<file path="src/sv/elb_pkg.sv">
// Shared types, constants and codes for the endpoint load balancer.
package elb_pkg;

    localparam int MAX_ENDPOINTS = 16;
    localparam int SLOT_W        = $clog2(MAX_ENDPOINTS);
    localparam int CNT_W         = $clog2(MAX_ENDPOINTS + 1);
    localparam int KEY_W         = 32;
    localparam int WT_W          = 16;
    localparam int CONN_W        = 16;
    localparam int SUM_W         = 20;
    localparam int DRAW_W        = 32;
    localparam int ACT_W         = 3;
    localparam int POL_W         = 3;
    localparam int IN_W          = 120;
    localparam int OUT_W         = 88;

    localparam logic [ACT_W-1:0] ACT_SELECT   = 3'd0;
    localparam logic [ACT_W-1:0] ACT_HEALTH   = 3'd1;
    localparam logic [ACT_W-1:0] ACT_ADD      = 3'd2;
    localparam logic [ACT_W-1:0] ACT_REMOVE   = 3'd3;
    localparam logic [ACT_W-1:0] ACT_CONN_END = 3'd4;

    localparam logic [POL_W-1:0] POL_RR   = 3'd0;
    localparam logic [POL_W-1:0] POL_LC   = 3'd1;
    localparam logic [POL_W-1:0] POL_WRR  = 3'd2;
    localparam logic [POL_W-1:0] POL_HASH = 3'd3;
    localparam logic [POL_W-1:0] POL_RAND = 3'd4;

    localparam logic [CONN_W-1:0] CONN_MAX = '1;

    typedef struct packed {
        logic [KEY_W-1:0]  key;
        logic [WT_W-1:0]   weight;
        logic              health;
        logic [CONN_W-1:0] conn;
    } entry_t;

    localparam int ENTRY_W = $bits(entry_t);

    typedef struct packed {
        logic [DRAW_W-1:0] random_draw;
        logic              client_present;
        logic [DRAW_W-1:0] client_hash;
        logic [WT_W-1:0]   weight;
        logic              healthy_flag;
        logic [KEY_W-1:0]  instance_key;
        logic [ACT_W-1:0]  action;
    } item_t;

    typedef struct packed {
        logic [SUM_W-1:0]  connection_total;
        logic [CNT_W-1:0]  healthy_total;
        logic [CNT_W-1:0]  entry_total;
        logic [WT_W-1:0]   selected_weight;
        logic [KEY_W-1:0]  selected_key;
        logic [SLOT_W-1:0] selected_slot;
        logic              ok;
    } res_t;

    typedef enum logic [3:0] {
        ST_IDLE,
        ST_SCAN1,
        ST_DISP,
        ST_DIV,
        ST_SCAN2,
        ST_PICK_RD,
        ST_PICK_WB,
        ST_RM_RD,
        ST_RM_WB,
        ST_STATS,
        ST_DONE
    } state_t;

endpackage

</file>
<file path="src/sv/elb_ram.sv">
// Generic single-write, single-read synchronous RAM with registered read data.
module elb_ram #(
    parameter int DEPTH = 16,
    parameter int WIDTH = 65
) (
    input  logic                     aclk,
    input  logic                     we,
    input  logic [$clog2(DEPTH)-1:0] wr_addr,
    input  logic [WIDTH-1:0]         wr_data,
    input  logic [$clog2(DEPTH)-1:0] rd_addr,
    output logic [WIDTH-1:0]         rd_data
);

    logic [WIDTH-1:0] mem [DEPTH];

    always_ff @(posedge aclk) begin
        if (we) begin
            mem[wr_addr] <= wr_data;
        end
        rd_data <= mem[rd_addr];
    end

endmodule

</file>
<file path="src/sv/elb_div.sv">
// Iterative restoring divider producing the remainder, one bit per cycle.
module elb_div (
    input  logic                       aclk,
    input  logic                       aresetn,
    input  logic                       start,
    input  logic [elb_pkg::DRAW_W-1:0] dividend,
    input  logic [elb_pkg::SUM_W-1:0]  divisor,
    output logic                       done,
    output logic [elb_pkg::SUM_W-1:0]  rem
);

    localparam int CW = $clog2(elb_pkg::DRAW_W + 1);

    logic                       busy_reg;
    logic [CW-1:0]              cnt_reg;
    logic [elb_pkg::DRAW_W-1:0] q_reg;
    logic [elb_pkg::SUM_W-1:0]  d_reg;
    logic [elb_pkg::SUM_W:0]    r_reg;
    logic [elb_pkg::SUM_W:0]    r_shift;

    assign r_shift = {r_reg[elb_pkg::SUM_W-1:0], q_reg[elb_pkg::DRAW_W-1]};
    assign done    = busy_reg && (cnt_reg == CW'(0));
    assign rem     = r_reg[elb_pkg::SUM_W-1:0];

    always_ff @(posedge aclk) begin
        if (!aresetn) begin
            busy_reg <= 1'b0;
            cnt_reg  <= '0;
        end else if (start) begin
            busy_reg <= 1'b1;
            cnt_reg  <= CW'(elb_pkg::DRAW_W);
            q_reg    <= dividend;
            d_reg    <= divisor;
            r_reg    <= '0;
        end else if (busy_reg) begin
            if (cnt_reg == CW'(0)) begin
                busy_reg <= 1'b0;
            end else begin
                cnt_reg <= cnt_reg - CW'(1);
                q_reg   <= {q_reg[elb_pkg::DRAW_W-2:0], 1'b0};
                if (r_shift >= {1'b0, d_reg}) begin
                    r_reg <= r_shift - {1'b0, d_reg};
                end else begin
                    r_reg <= r_shift;
                end
            end
        end
    end

endmodule

</file>
<file path="src/sv/elb_core.sv">
// Sequencer that scans, selects and updates the endpoint table held in RAM.
module elb_core (
    input  logic                      aclk,
    input  logic                      aresetn,
    input  logic                      in_valid,
    output logic                      in_ready,
    input  elb_pkg::item_t            in_item,
    input  logic [elb_pkg::POL_W-1:0] policy,
    output logic                      res_valid,
    input  logic                      res_ready,
    output elb_pkg::res_t             res
);

    localparam int SW = elb_pkg::SLOT_W;
    localparam int NW = elb_pkg::CNT_W;

    elb_pkg::state_t state_reg, state_next;
    elb_pkg::item_t  it_reg;
    elb_pkg::entry_t rd_data, wr_data, fent_reg, e;

    logic [NW-1:0] n_reg, idx_reg, hcnt_reg, hsum_reg;
    logic [SW-1:0] rotor_reg, pidx_reg, fslot_reg, lc_slot_reg, fh_slot_reg, rh_slot_reg;
    logic [SW-1:0] pick_reg, sslot_reg, rd_addr, wr_addr;
    logic          pend_reg, found_reg, fh_ok_reg, rh_ok_reg, picked_reg, ok_reg;
    logic [elb_pkg::SUM_W-1:0]  wtot_reg, tgt_reg, acc_reg, csum_reg, acc_sum;
    logic [elb_pkg::CONN_W:0]   best_reg;
    logic [elb_pkg::KEY_W-1:0]  skey_reg;
    logic [elb_pkg::WT_W-1:0]   swt_reg;
    logic [SW-1:0]              rr_pick;
    logic [NW-1:0]              n_less;

    logic scanning, issue, scan_end, we, div_start, div_done;
    logic [elb_pkg::DRAW_W-1:0] div_a;
    logic [elb_pkg::SUM_W-1:0]  div_b, div_rem;

    assign e        = rd_data;
    assign scanning = (state_reg == elb_pkg::ST_SCAN1) || (state_reg == elb_pkg::ST_SCAN2) ||
                      (state_reg == elb_pkg::ST_STATS);
    assign issue    = scanning && (idx_reg < n_reg);
    assign scan_end = scanning && !issue && !pend_reg;
    assign acc_sum  = acc_reg + elb_pkg::SUM_W'(e.weight);
    assign rr_pick  = rh_ok_reg ? rh_slot_reg : fh_slot_reg;
    assign n_less   = n_reg - NW'(1);

    elb_ram #(
        .DEPTH(elb_pkg::MAX_ENDPOINTS),
        .WIDTH(elb_pkg::ENTRY_W)
    ) u_ram (
        .aclk   (aclk),
        .we     (we),
        .wr_addr(wr_addr),
        .wr_data(wr_data),
        .rd_addr(rd_addr),
        .rd_data(rd_data)
    );

    elb_div u_div (
        .aclk    (aclk),
        .aresetn (aresetn),
        .start   (div_start),
        .dividend(div_a),
        .divisor (div_b),
        .done    (div_done),
        .rem     (div_rem)
    );

    // next state
    always_comb begin
        state_next = state_reg;
        case (state_reg)
            elb_pkg::ST_IDLE: begin
                if (in_valid) state_next = elb_pkg::ST_SCAN1;
            end
            elb_pkg::ST_SCAN1: begin
                if (scan_end) state_next = elb_pkg::ST_DISP;
            end
            elb_pkg::ST_DISP: begin
                state_next = elb_pkg::ST_STATS;
                if (it_reg.action == elb_pkg::ACT_SELECT && hcnt_reg != NW'(0)) begin
                    case (policy)
                        elb_pkg::POL_RR, elb_pkg::POL_LC: state_next = elb_pkg::ST_PICK_RD;
                        elb_pkg::POL_WRR: begin
                            if (wtot_reg != '0) state_next = elb_pkg::ST_DIV;
                        end
                        elb_pkg::POL_HASH: begin
                            state_next = it_reg.client_present ? elb_pkg::ST_DIV
                                                               : elb_pkg::ST_SCAN2;
                        end
                        elb_pkg::POL_RAND: state_next = elb_pkg::ST_DIV;
                        default: state_next = elb_pkg::ST_STATS;
                    endcase
                end else if (it_reg.action == elb_pkg::ACT_REMOVE && found_reg &&
                             NW'(fslot_reg) < n_less) begin
                    state_next = elb_pkg::ST_RM_RD;
                end
            end
            elb_pkg::ST_DIV: begin
                if (div_done) state_next = elb_pkg::ST_SCAN2;
            end
            elb_pkg::ST_SCAN2: begin
                if (scan_end) state_next = elb_pkg::ST_PICK_RD;
            end
            elb_pkg::ST_PICK_RD: state_next = elb_pkg::ST_PICK_WB;
            elb_pkg::ST_PICK_WB: state_next = elb_pkg::ST_STATS;
            elb_pkg::ST_RM_RD:   state_next = elb_pkg::ST_RM_WB;
            elb_pkg::ST_RM_WB:   state_next = elb_pkg::ST_STATS;
            elb_pkg::ST_STATS: begin
                if (scan_end) state_next = elb_pkg::ST_DONE;
            end
            elb_pkg::ST_DONE: begin
                if (res_ready) state_next = elb_pkg::ST_IDLE;
            end
            default: state_next = elb_pkg::ST_IDLE;
        endcase
    end

    // outputs, RAM and divider controls
    always_comb begin
        in_ready  = (state_reg == elb_pkg::ST_IDLE);
        res_valid = (state_reg == elb_pkg::ST_DONE);
        rd_addr   = idx_reg[SW-1:0];
        we        = 1'b0;
        wr_addr   = fslot_reg;
        wr_data   = fent_reg;
        div_start = 1'b0;
        div_a     = it_reg.random_draw;
        div_b     = wtot_reg;
        case (state_reg)
            elb_pkg::ST_DISP: begin
                case (it_reg.action)
                    elb_pkg::ACT_SELECT: begin
                        div_start = (hcnt_reg != NW'(0)) &&
                                    ((policy == elb_pkg::POL_WRR && wtot_reg != '0) ||
                                     (policy == elb_pkg::POL_HASH && it_reg.client_present) ||
                                     policy == elb_pkg::POL_RAND);
                        if (policy == elb_pkg::POL_HASH) begin
                            div_a = it_reg.client_hash;
                            div_b = elb_pkg::SUM_W'(n_reg);
                        end else if (policy == elb_pkg::POL_RAND) begin
                            div_b = elb_pkg::SUM_W'(hcnt_reg);
                        end
                    end
                    elb_pkg::ACT_HEALTH: begin
                        we             = found_reg;
                        wr_data.health = it_reg.healthy_flag;
                        if (!it_reg.healthy_flag) wr_data.conn = '0;
                    end
                    elb_pkg::ACT_ADD: begin
                        wr_data.weight = it_reg.weight;
                        wr_data.health = it_reg.healthy_flag;
                        if (found_reg) begin
                            we = 1'b1;
                        end else begin
                            we           = (n_reg < NW'(elb_pkg::MAX_ENDPOINTS));
                            wr_addr      = n_reg[SW-1:0];
                            wr_data.key  = it_reg.instance_key;
                            wr_data.conn = '0;
                        end
                    end
                    elb_pkg::ACT_CONN_END: begin
                        we = found_reg && (policy == elb_pkg::POL_LC);
                        if (fent_reg.conn != '0) begin
                            wr_data.conn = fent_reg.conn - elb_pkg::CONN_W'(1);
                        end
                    end
                    default: we = 1'b0;
                endcase
            end
            elb_pkg::ST_PICK_RD: rd_addr = pick_reg;
            elb_pkg::ST_PICK_WB: begin
                we      = (policy == elb_pkg::POL_LC);
                wr_addr = pick_reg;
                wr_data = rd_data;
                if (rd_data.conn != elb_pkg::CONN_MAX) begin
                    wr_data.conn = rd_data.conn + elb_pkg::CONN_W'(1);
                end
            end
            elb_pkg::ST_RM_RD: rd_addr = n_reg[SW-1:0];
            elb_pkg::ST_RM_WB: begin
                we      = 1'b1;
                wr_data = rd_data;
            end
            default: we = 1'b0;
        endcase
    end

    always_ff @(posedge aclk) begin
        if (!aresetn) begin
            state_reg <= elb_pkg::ST_IDLE;
            n_reg     <= '0;
            rotor_reg <= '0;
            idx_reg   <= '0;
            pend_reg  <= 1'b0;
        end else begin
            state_reg <= state_next;

            if (state_next != state_reg) begin
                idx_reg  <= '0;
                pend_reg <= 1'b0;
            end else if (issue) begin
                idx_reg  <= idx_reg + NW'(1);
                pend_reg <= 1'b1;
                pidx_reg <= idx_reg[SW-1:0];
            end else begin
                pend_reg <= 1'b0;
            end

            if (state_next == elb_pkg::ST_STATS && state_reg != elb_pkg::ST_STATS) begin
                hsum_reg <= '0;
                csum_reg <= '0;
            end

            case (state_reg)
                elb_pkg::ST_IDLE: begin
                    if (in_valid) begin
                        it_reg    <= in_item;
                        found_reg <= 1'b0;
                        hcnt_reg  <= '0;
                        wtot_reg  <= '0;
                        best_reg  <= {1'b1, {elb_pkg::CONN_W{1'b0}}};
                        fh_ok_reg <= 1'b0;
                        rh_ok_reg <= 1'b0;
                        ok_reg    <= 1'b0;
                        sslot_reg <= '0;
                        skey_reg  <= '0;
                        swt_reg   <= '0;
                    end
                end
                elb_pkg::ST_SCAN1: begin
                    if (pend_reg) begin
                        if (e.key == it_reg.instance_key && !found_reg) begin
                            found_reg <= 1'b1;
                            fslot_reg <= pidx_reg;
                            fent_reg  <= e;
                        end
                        if (e.health) begin
                            hcnt_reg <= hcnt_reg + NW'(1);
                            wtot_reg <= wtot_reg + elb_pkg::SUM_W'(e.weight);
                            if ({1'b0, e.conn} < best_reg) begin
                                best_reg    <= {1'b0, e.conn};
                                lc_slot_reg <= pidx_reg;
                            end
                            if (!fh_ok_reg) begin
                                fh_ok_reg   <= 1'b1;
                                fh_slot_reg <= pidx_reg;
                            end
                            if (!rh_ok_reg && pidx_reg > rotor_reg) begin
                                rh_ok_reg   <= 1'b1;
                                rh_slot_reg <= pidx_reg;
                            end
                        end
                    end
                end
                elb_pkg::ST_DISP: begin
                    picked_reg <= 1'b0;
                    acc_reg    <= '0;
                    tgt_reg    <= '0;
                    case (it_reg.action)
                        elb_pkg::ACT_SELECT: begin
                            if (policy == elb_pkg::POL_RR) begin
                                pick_reg <= rr_pick;
                                if (hcnt_reg != NW'(0)) rotor_reg <= rr_pick;
                            end else begin
                                pick_reg <= lc_slot_reg;
                            end
                        end
                        elb_pkg::ACT_HEALTH: ok_reg <= found_reg;
                        elb_pkg::ACT_ADD: begin
                            if (found_reg) begin
                                ok_reg <= 1'b1;
                            end else if (n_reg < NW'(elb_pkg::MAX_ENDPOINTS)) begin
                                ok_reg <= 1'b1;
                                n_reg  <= n_reg + NW'(1);
                            end
                        end
                        elb_pkg::ACT_REMOVE: begin
                            if (found_reg) begin
                                ok_reg <= 1'b1;
                                n_reg  <= n_less;
                                if (NW'(rotor_reg) >= n_less && n_less != NW'(0)) begin
                                    rotor_reg <= '0;
                                end
                            end
                        end
                        elb_pkg::ACT_CONN_END: ok_reg <= found_reg && (policy == elb_pkg::POL_LC);
                        default: ok_reg <= 1'b0;
                    endcase
                end
                elb_pkg::ST_DIV: begin
                    if (div_done) tgt_reg <= div_rem;
                end
                elb_pkg::ST_SCAN2: begin
                    if (pend_reg && e.health && !picked_reg) begin
                        case (policy)
                            elb_pkg::POL_WRR: begin
                                acc_reg <= acc_sum;
                                if (tgt_reg < acc_sum) begin
                                    picked_reg <= 1'b1;
                                    pick_reg   <= pidx_reg;
                                end
                            end
                            elb_pkg::POL_HASH: begin
                                if (elb_pkg::SUM_W'(pidx_reg) >= tgt_reg) begin
                                    picked_reg <= 1'b1;
                                    pick_reg   <= pidx_reg;
                                end
                            end
                            default: begin
                                if (tgt_reg == '0) begin
                                    picked_reg <= 1'b1;
                                    pick_reg   <= pidx_reg;
                                end else begin
                                    tgt_reg <= tgt_reg - elb_pkg::SUM_W'(1);
                                end
                            end
                        endcase
                    end
                    if (scan_end && !picked_reg) pick_reg <= fh_slot_reg;
                end
                elb_pkg::ST_PICK_WB: begin
                    ok_reg    <= 1'b1;
                    sslot_reg <= pick_reg;
                    skey_reg  <= rd_data.key;
                    swt_reg   <= rd_data.weight;
                end
                elb_pkg::ST_STATS: begin
                    if (pend_reg) begin
                        hsum_reg <= hsum_reg + NW'(e.health);
                        csum_reg <= csum_reg + elb_pkg::SUM_W'(e.conn);
                    end
                end
                default: ;
            endcase
        end
    end

    always_comb begin
        res.ok               = ok_reg;
        res.selected_slot    = sslot_reg;
        res.selected_key     = skey_reg;
        res.selected_weight  = swt_reg;
        res.entry_total      = n_reg;
        res.healthy_total    = hsum_reg;
        res.connection_total = (policy == elb_pkg::POL_LC) ? csum_reg : '0;
    end

    a_count_range: assert property (@(posedge aclk) disable iff (!aresetn)
        n_reg <= NW'(elb_pkg::MAX_ENDPOINTS))
        else $error("entry count above table size");

    a_write_state: assert property (@(posedge aclk) disable iff (!aresetn)
        we |-> (state_reg == elb_pkg::ST_DISP || state_reg == elb_pkg::ST_PICK_WB ||
                state_reg == elb_pkg::ST_RM_WB))
        else $error("table write outside an update step");

    a_accept_scan: assert property (@(posedge aclk) disable iff (!aresetn)
        (in_valid && in_ready) |=> (state_reg == elb_pkg::ST_SCAN1))
        else $error("accepted word did not start a scan");

    a_sel_slot: assert property (@(posedge aclk) disable iff (!aresetn)
        (res_valid && ok_reg && it_reg.action == elb_pkg::ACT_SELECT) |->
        (NW'(sslot_reg) < n_reg))
        else $error("selected slot beyond table");

endmodule

</file>
<file path="src/sv/endpoint_load_balancer.sv">
// Top level of the endpoint load balancer: ports, policy register, result register.
//
// channel  direction  handshake                  payload
// s_       in         s_tvalid / s_tready        s_tdata  request word
// m_       out        m_tvalid / m_tready        m_tdata  result word
// cfg_     in         cfg_valid / cfg_ready      cfg_data policy
//
// One request at a time, one RAM read per entry in each table scan. A request runs a
// first scan, a dispatch step and a stats scan; a moving remove adds a read and write,
// a select a pick read and write-back, and weighted, hashed or random picks a second
// scan before it, after a remainder division unless hashing lacks client data.
// Reset is synchronous, active low, clears the table count, rotor and policy.
// A stalled result waits in the output register while the next request runs.
module endpoint_load_balancer (
    input  logic                      aclk,
    input  logic                      aresetn,
    input  logic                      s_tvalid,
    output logic                      s_tready,
    // action, instance_key, healthy_flag, weight, client_hash, client_present,
    // random_draw, zero pad
    input  logic [elb_pkg::IN_W-1:0]  s_tdata,
    output logic                      m_tvalid,
    input  logic                      m_tready,
    // ok, selected_slot, selected_key, selected_weight, entry_total,
    // healthy_total, connection_total, zero pad
    output logic [elb_pkg::OUT_W-1:0] m_tdata,
    input  logic                      cfg_valid,
    output logic                      cfg_ready,
    input  logic [elb_pkg::POL_W-1:0] cfg_data
);

    logic [elb_pkg::POL_W-1:0] policy_reg;
    logic                      m_tvalid_reg;
    elb_pkg::res_t             res, res_reg;
    elb_pkg::item_t            item;
    logic                      res_valid, res_ready;

    assign cfg_ready = 1'b1;
    assign item      = s_tdata[$bits(elb_pkg::item_t)-1:0];
    assign res_ready = !m_tvalid_reg || m_tready;
    assign m_tvalid  = m_tvalid_reg;
    assign m_tdata   = {{(elb_pkg::OUT_W - $bits(elb_pkg::res_t)){1'b0}}, res_reg};

    elb_core u_core (
        .aclk     (aclk),
        .aresetn  (aresetn),
        .in_valid (s_tvalid),
        .in_ready (s_tready),
        .in_item  (item),
        .policy   (policy_reg),
        .res_valid(res_valid),
        .res_ready(res_ready),
        .res      (res)
    );

    always_ff @(posedge aclk) begin
        if (!aresetn) begin
            policy_reg   <= elb_pkg::POL_RR;
            m_tvalid_reg <= 1'b0;
        end else begin
            if (cfg_valid) policy_reg <= cfg_data;
            if (res_ready) begin
                m_tvalid_reg <= res_valid;
                if (res_valid) res_reg <= res;
            end
        end
    end

endmodule

</file>
<file path="config.mk">
export PLATFORM = sky130hd
export DESIGN_NAME = endpoint_load_balancer
export DESIGN_NICKNAME = d
export VERILOG_FILES = /design/src/sv/elb_pkg.sv /design/src/sv/elb_ram.sv /design/src/sv/elb_div.sv /design/src/sv/elb_core.sv /design/src/sv/endpoint_load_balancer.sv
export SDC_FILE = /design/constraint.sdc
export NUM_CORES = 2
export LEC_CHECK = 0
export ABC_AREA = 0
export BUFFER_PORTS_ARGS = -buffer_cell sky130_fd_sc_hd__buf_2
export CAP_MARGIN = 20
export CORE_MARGIN = 10
export CORE_UTILIZATION = 40
export CTS_BUF_LIST = sky130_fd_sc_hd__clkbuf_8
export CTS_CLUSTER_DIAMETER = 120
export DETAILED_ROUTE_END_ITERATION = 10
export GPL_ROUTABILITY_DRIVEN = 0
export MAX_ROUTING_LAYER = met4
export PLACE_DENSITY_LB_ADDON = 0.2
export SYNTH_ARGS = -nofsm -noshare
export SYNTH_HDL_FRONTEND = slang
export SYNTH_SLANG_ARGS = --single-unit
</file>
<file path="constraint.sdc">
create_clock -name aclk -period 33 [get_ports aclk]
set_clock_uncertainty 0.1 [all_clocks]
set_input_delay 6.6 -clock aclk [delete_from_list [all_inputs] [get_ports aclk]]
set_output_delay 6.6 -clock aclk [all_outputs]
set_load 0.02 [all_outputs]
</file>
==> reports/qor.yml <==
outcome:
  status: "complete, no violations"
grt:
  grt_first_pass_wirelength_mm: 256
  grt_pass1_vias: 39400
  grt_max_degree: 94
  gr-usage-all-layers: 0.183
  grt_overflow: 0
  antenna_found_initial: 6
clock_network:
  cts_buffers: 300
  ctsResizeCount: 0
  cts.sinks: 1660
  post_cts_buffers: 0
  clk_pin_slew_ns: 0.07
  cts_tree: "yes"
  htree_levels: 5
  clock_latency_ns: 1.00
  ctsHoldBuffers: 0
  clockBufferDepth: 4
  cts_root_buffer: "clkbuf_8"
layout:
  fin_nets: 4810
  largest_reg_flops: 1040
  fillers: 14900
  final_cell_mix: "edfxtp_1 (1565), clkbuf_8 (333), inv_1 (276)"
  drive_gt1_frac: 0.208
  fin_cells: 7078
  synthToLayoutAreaGrowth_pct: 14.0
  layout_commonest_cell: "edfxtp_1"
detailed_routing:
  wl_per_cell_um: 24.3
  ant_nets: 0
  drtIter0Drc: 3385
  firstDrtPassIters: 6
  num_vias: 38200
  drc_errors: 0
  avgViaCountPerCell: 5.40
  routed_wl_mm: 172
worst_setup_path:
  r2r_start: "u_core.state_reg[0]"
  worst_setup_path_end_kind: "output port"
  r2r_slack_ns: 27.42
  start_kind: "register"
  timing.rr.end: "u_core.u_ram.mem[11][10]"
  crit_arrival_ns: 2.54
  crit_path_max_fanout: 16
  critPathKind: "register to output port"
  critPathRequiredTime_ns: 26.30
  reg2regPathDepth: 9
yosys:
  synth_area_sq_mm: 0.0688
  yosysWarningCount: 0
  ys.flop_type: "edfxtp_1"
  ys_types: 92
  synth_edf_count: 1565
  netlist_instances: 4124
  syn_avg_cell_area_sq_um: 16.7
  seq_area_frac_synth: 0.711
  synthArstFlopShare: 0
  ys_ff_latch: 1660
timing:
  fin_crit_ns: 9.24
  tns_ns: 0
  rsz0062_at_grt: "no"
  worstMarginPinSlew_ns: 1.11
  relSlewSlack: 0.252
  maxSlewViolCount: 0
  setup_viol: 0
  fmax_mhz: 108
  hold_violations: 0
  finalCritPeriodShare: 0.280
power_and_ir_drop:
  power_frac_seq: 0.526
  p_leak_nw: 27.9
  swShare: 0.259
  ir_drop_v: 0.0000368
  switchingPower_mw: 1.27
  p_int_mw: 3.66
  p_per_area_mw_per_mm2: 62.9
  combPwrFrac: 0.112
  power.share.clock: 0.362
die:
  io_pins: 219
  num_rows: 152
  initial_core_util: 0.401
  die_h_um: 435
  design.core.area_sq_mm: 0.171
  fp.dieW_um: 435
  dieArea_sq_mm: 0.189
worst_hold_path:
  holdCritStartpoint: "u_core.skey_reg[26]"
  hold_class: "register to register"
  hold_depth: 0
  hold_path_end: "m_tdata[31]"
run:
  cap_violations: 0
place:
  numPortBuffers: 209
  dp_hpwl_mm: 101
  dpl.cell_count: 6548
Yosys cell counts (all sizes together) (64+ instances only):
master	number	share of area
edfxtp	1565	0.68
mux4	260	0.085
nor2	234	0.013
a21oi	218	0.016
inv	150	0.0082
nand2	147	0.0080
ha	134	0.024
mux2i	133	0.019
o21ai	109	0.0079
nor2b	102	0.0093
clkbuf	101	0.0055
dfxtp	95	0.028
and2	93	0.0085
buf	86	0.0066
a211oi	80	0.0087
xor2	64	0.0081
metal layers:
| metal | GRT usage | vias to the layer above | wire length, um |
|---|---|---|---|
| met5 | - | - | 0 |
| li1 | - | 17200 | - |
| met2 | 0.296 | 1191 | 84500 |
| met3 | 0.0332 | 260 | 10200 |
| met4 | 0.0468 | 0 | 3260 |
| met1 | 0.240 | 19600 | 74100 |
logic make-up (layout without fill, tap and decap cells):
| family | count (synthesis) | after routing | share of synthesized area |
|---|---|---|---|
| flops | 1660 | 1660 | 0.711 |
| simple gates | 821 | 821 | 0.0607 |
| compound gates | 656 | 656 | 0.0631 |
| mux | 395 | 395 | 0.105 |
| buf+inv | 338 | 973 | 0.0204 |
| fa+ha+maj | 138 | 138 | 0.0255 |
| xor+xnor | 114 | 114 | 0.0145 |
| other cells | 2 | 11 | 0.000109 |
cell type report:
| cell class | count | area, sq um | area share |
|---|---|---|---|
| Antenna cell | 5 | 12.5 | 0.000160 |
| Clock buffer | 333 | 4580 | 0.0584 |
| Tap cell | 2310 | 2890 | 0.0369 |
| Clock inverter | 188 | 872 | 0.0111 |
| Sequential cell | 1660 | 48900 | 0.624 |
| Multi-Input combinational cell | 2130 | 18800 | 0.239 |
| Inverter | 151 | 567 | 0.00723 |
| Timing Repair Buffer | 301 | 1820 | 0.0232 |
worst max-delay path by stage:
stage | slack, ns | to | depth (start not counted) | startpoint
after floorplan | 17.22 | m_tdata[0] | 3 | aresetn
after global placement | 23.60 | u_core.it_reg[34] | 6 | aresetn
after detailed placement | 23.57 | m_tdata[12] | 6 | aresetn
after CTS | 23.70 | s_tready | 2 | u_core.state_reg[1]
after global routing | 23.66 | s_tready | 2 | u_core.state_reg[1]
final | 23.76 | s_tready | 2 | u_core.state_reg[1]
critical path: stages, from the launching register on:
cell and delay [ns]:
dfxtp_1 0.52, nor4_1 0.74, buf_2 0.30
stage by stage:
| stage | power, mW | utilization | hold slack [ns] | setup slack [ns] | instance area (sq um) |
|---|---|---|---|---|---|
| after floorplan | 2.97 | - | 0.300 | 17.22 | 68800 |
| after global placement | 3.18 | 0.425 | 0.305 | 23.60 | 72800 |
| after detailed placement | 3.19 | 0.425 | 0.306 | 23.57 | 72900 |
| after CTS | 4.99 | 0.457 | 0.304 | 23.70 | 78300 |
| after global routing | 5.15 | 0.458 | 0.300 | 23.66 | 78400 |
| final | 4.93 | 0.458 | 0.307 | 23.76 | 78400 |
power groups by stage:
stage               Combinational [mW]  Sequential [mW]  Clock (mW)
global placement                 0.539             2.64           0
CTS                              0.558             2.59        1.84
finish                           0.554             2.59        1.78
global route                     0.617             2.60        1.93
floorplan                        0.362             2.61           0
detailed placement               0.556             2.64           0
Power figures use the tool's default switching activity.
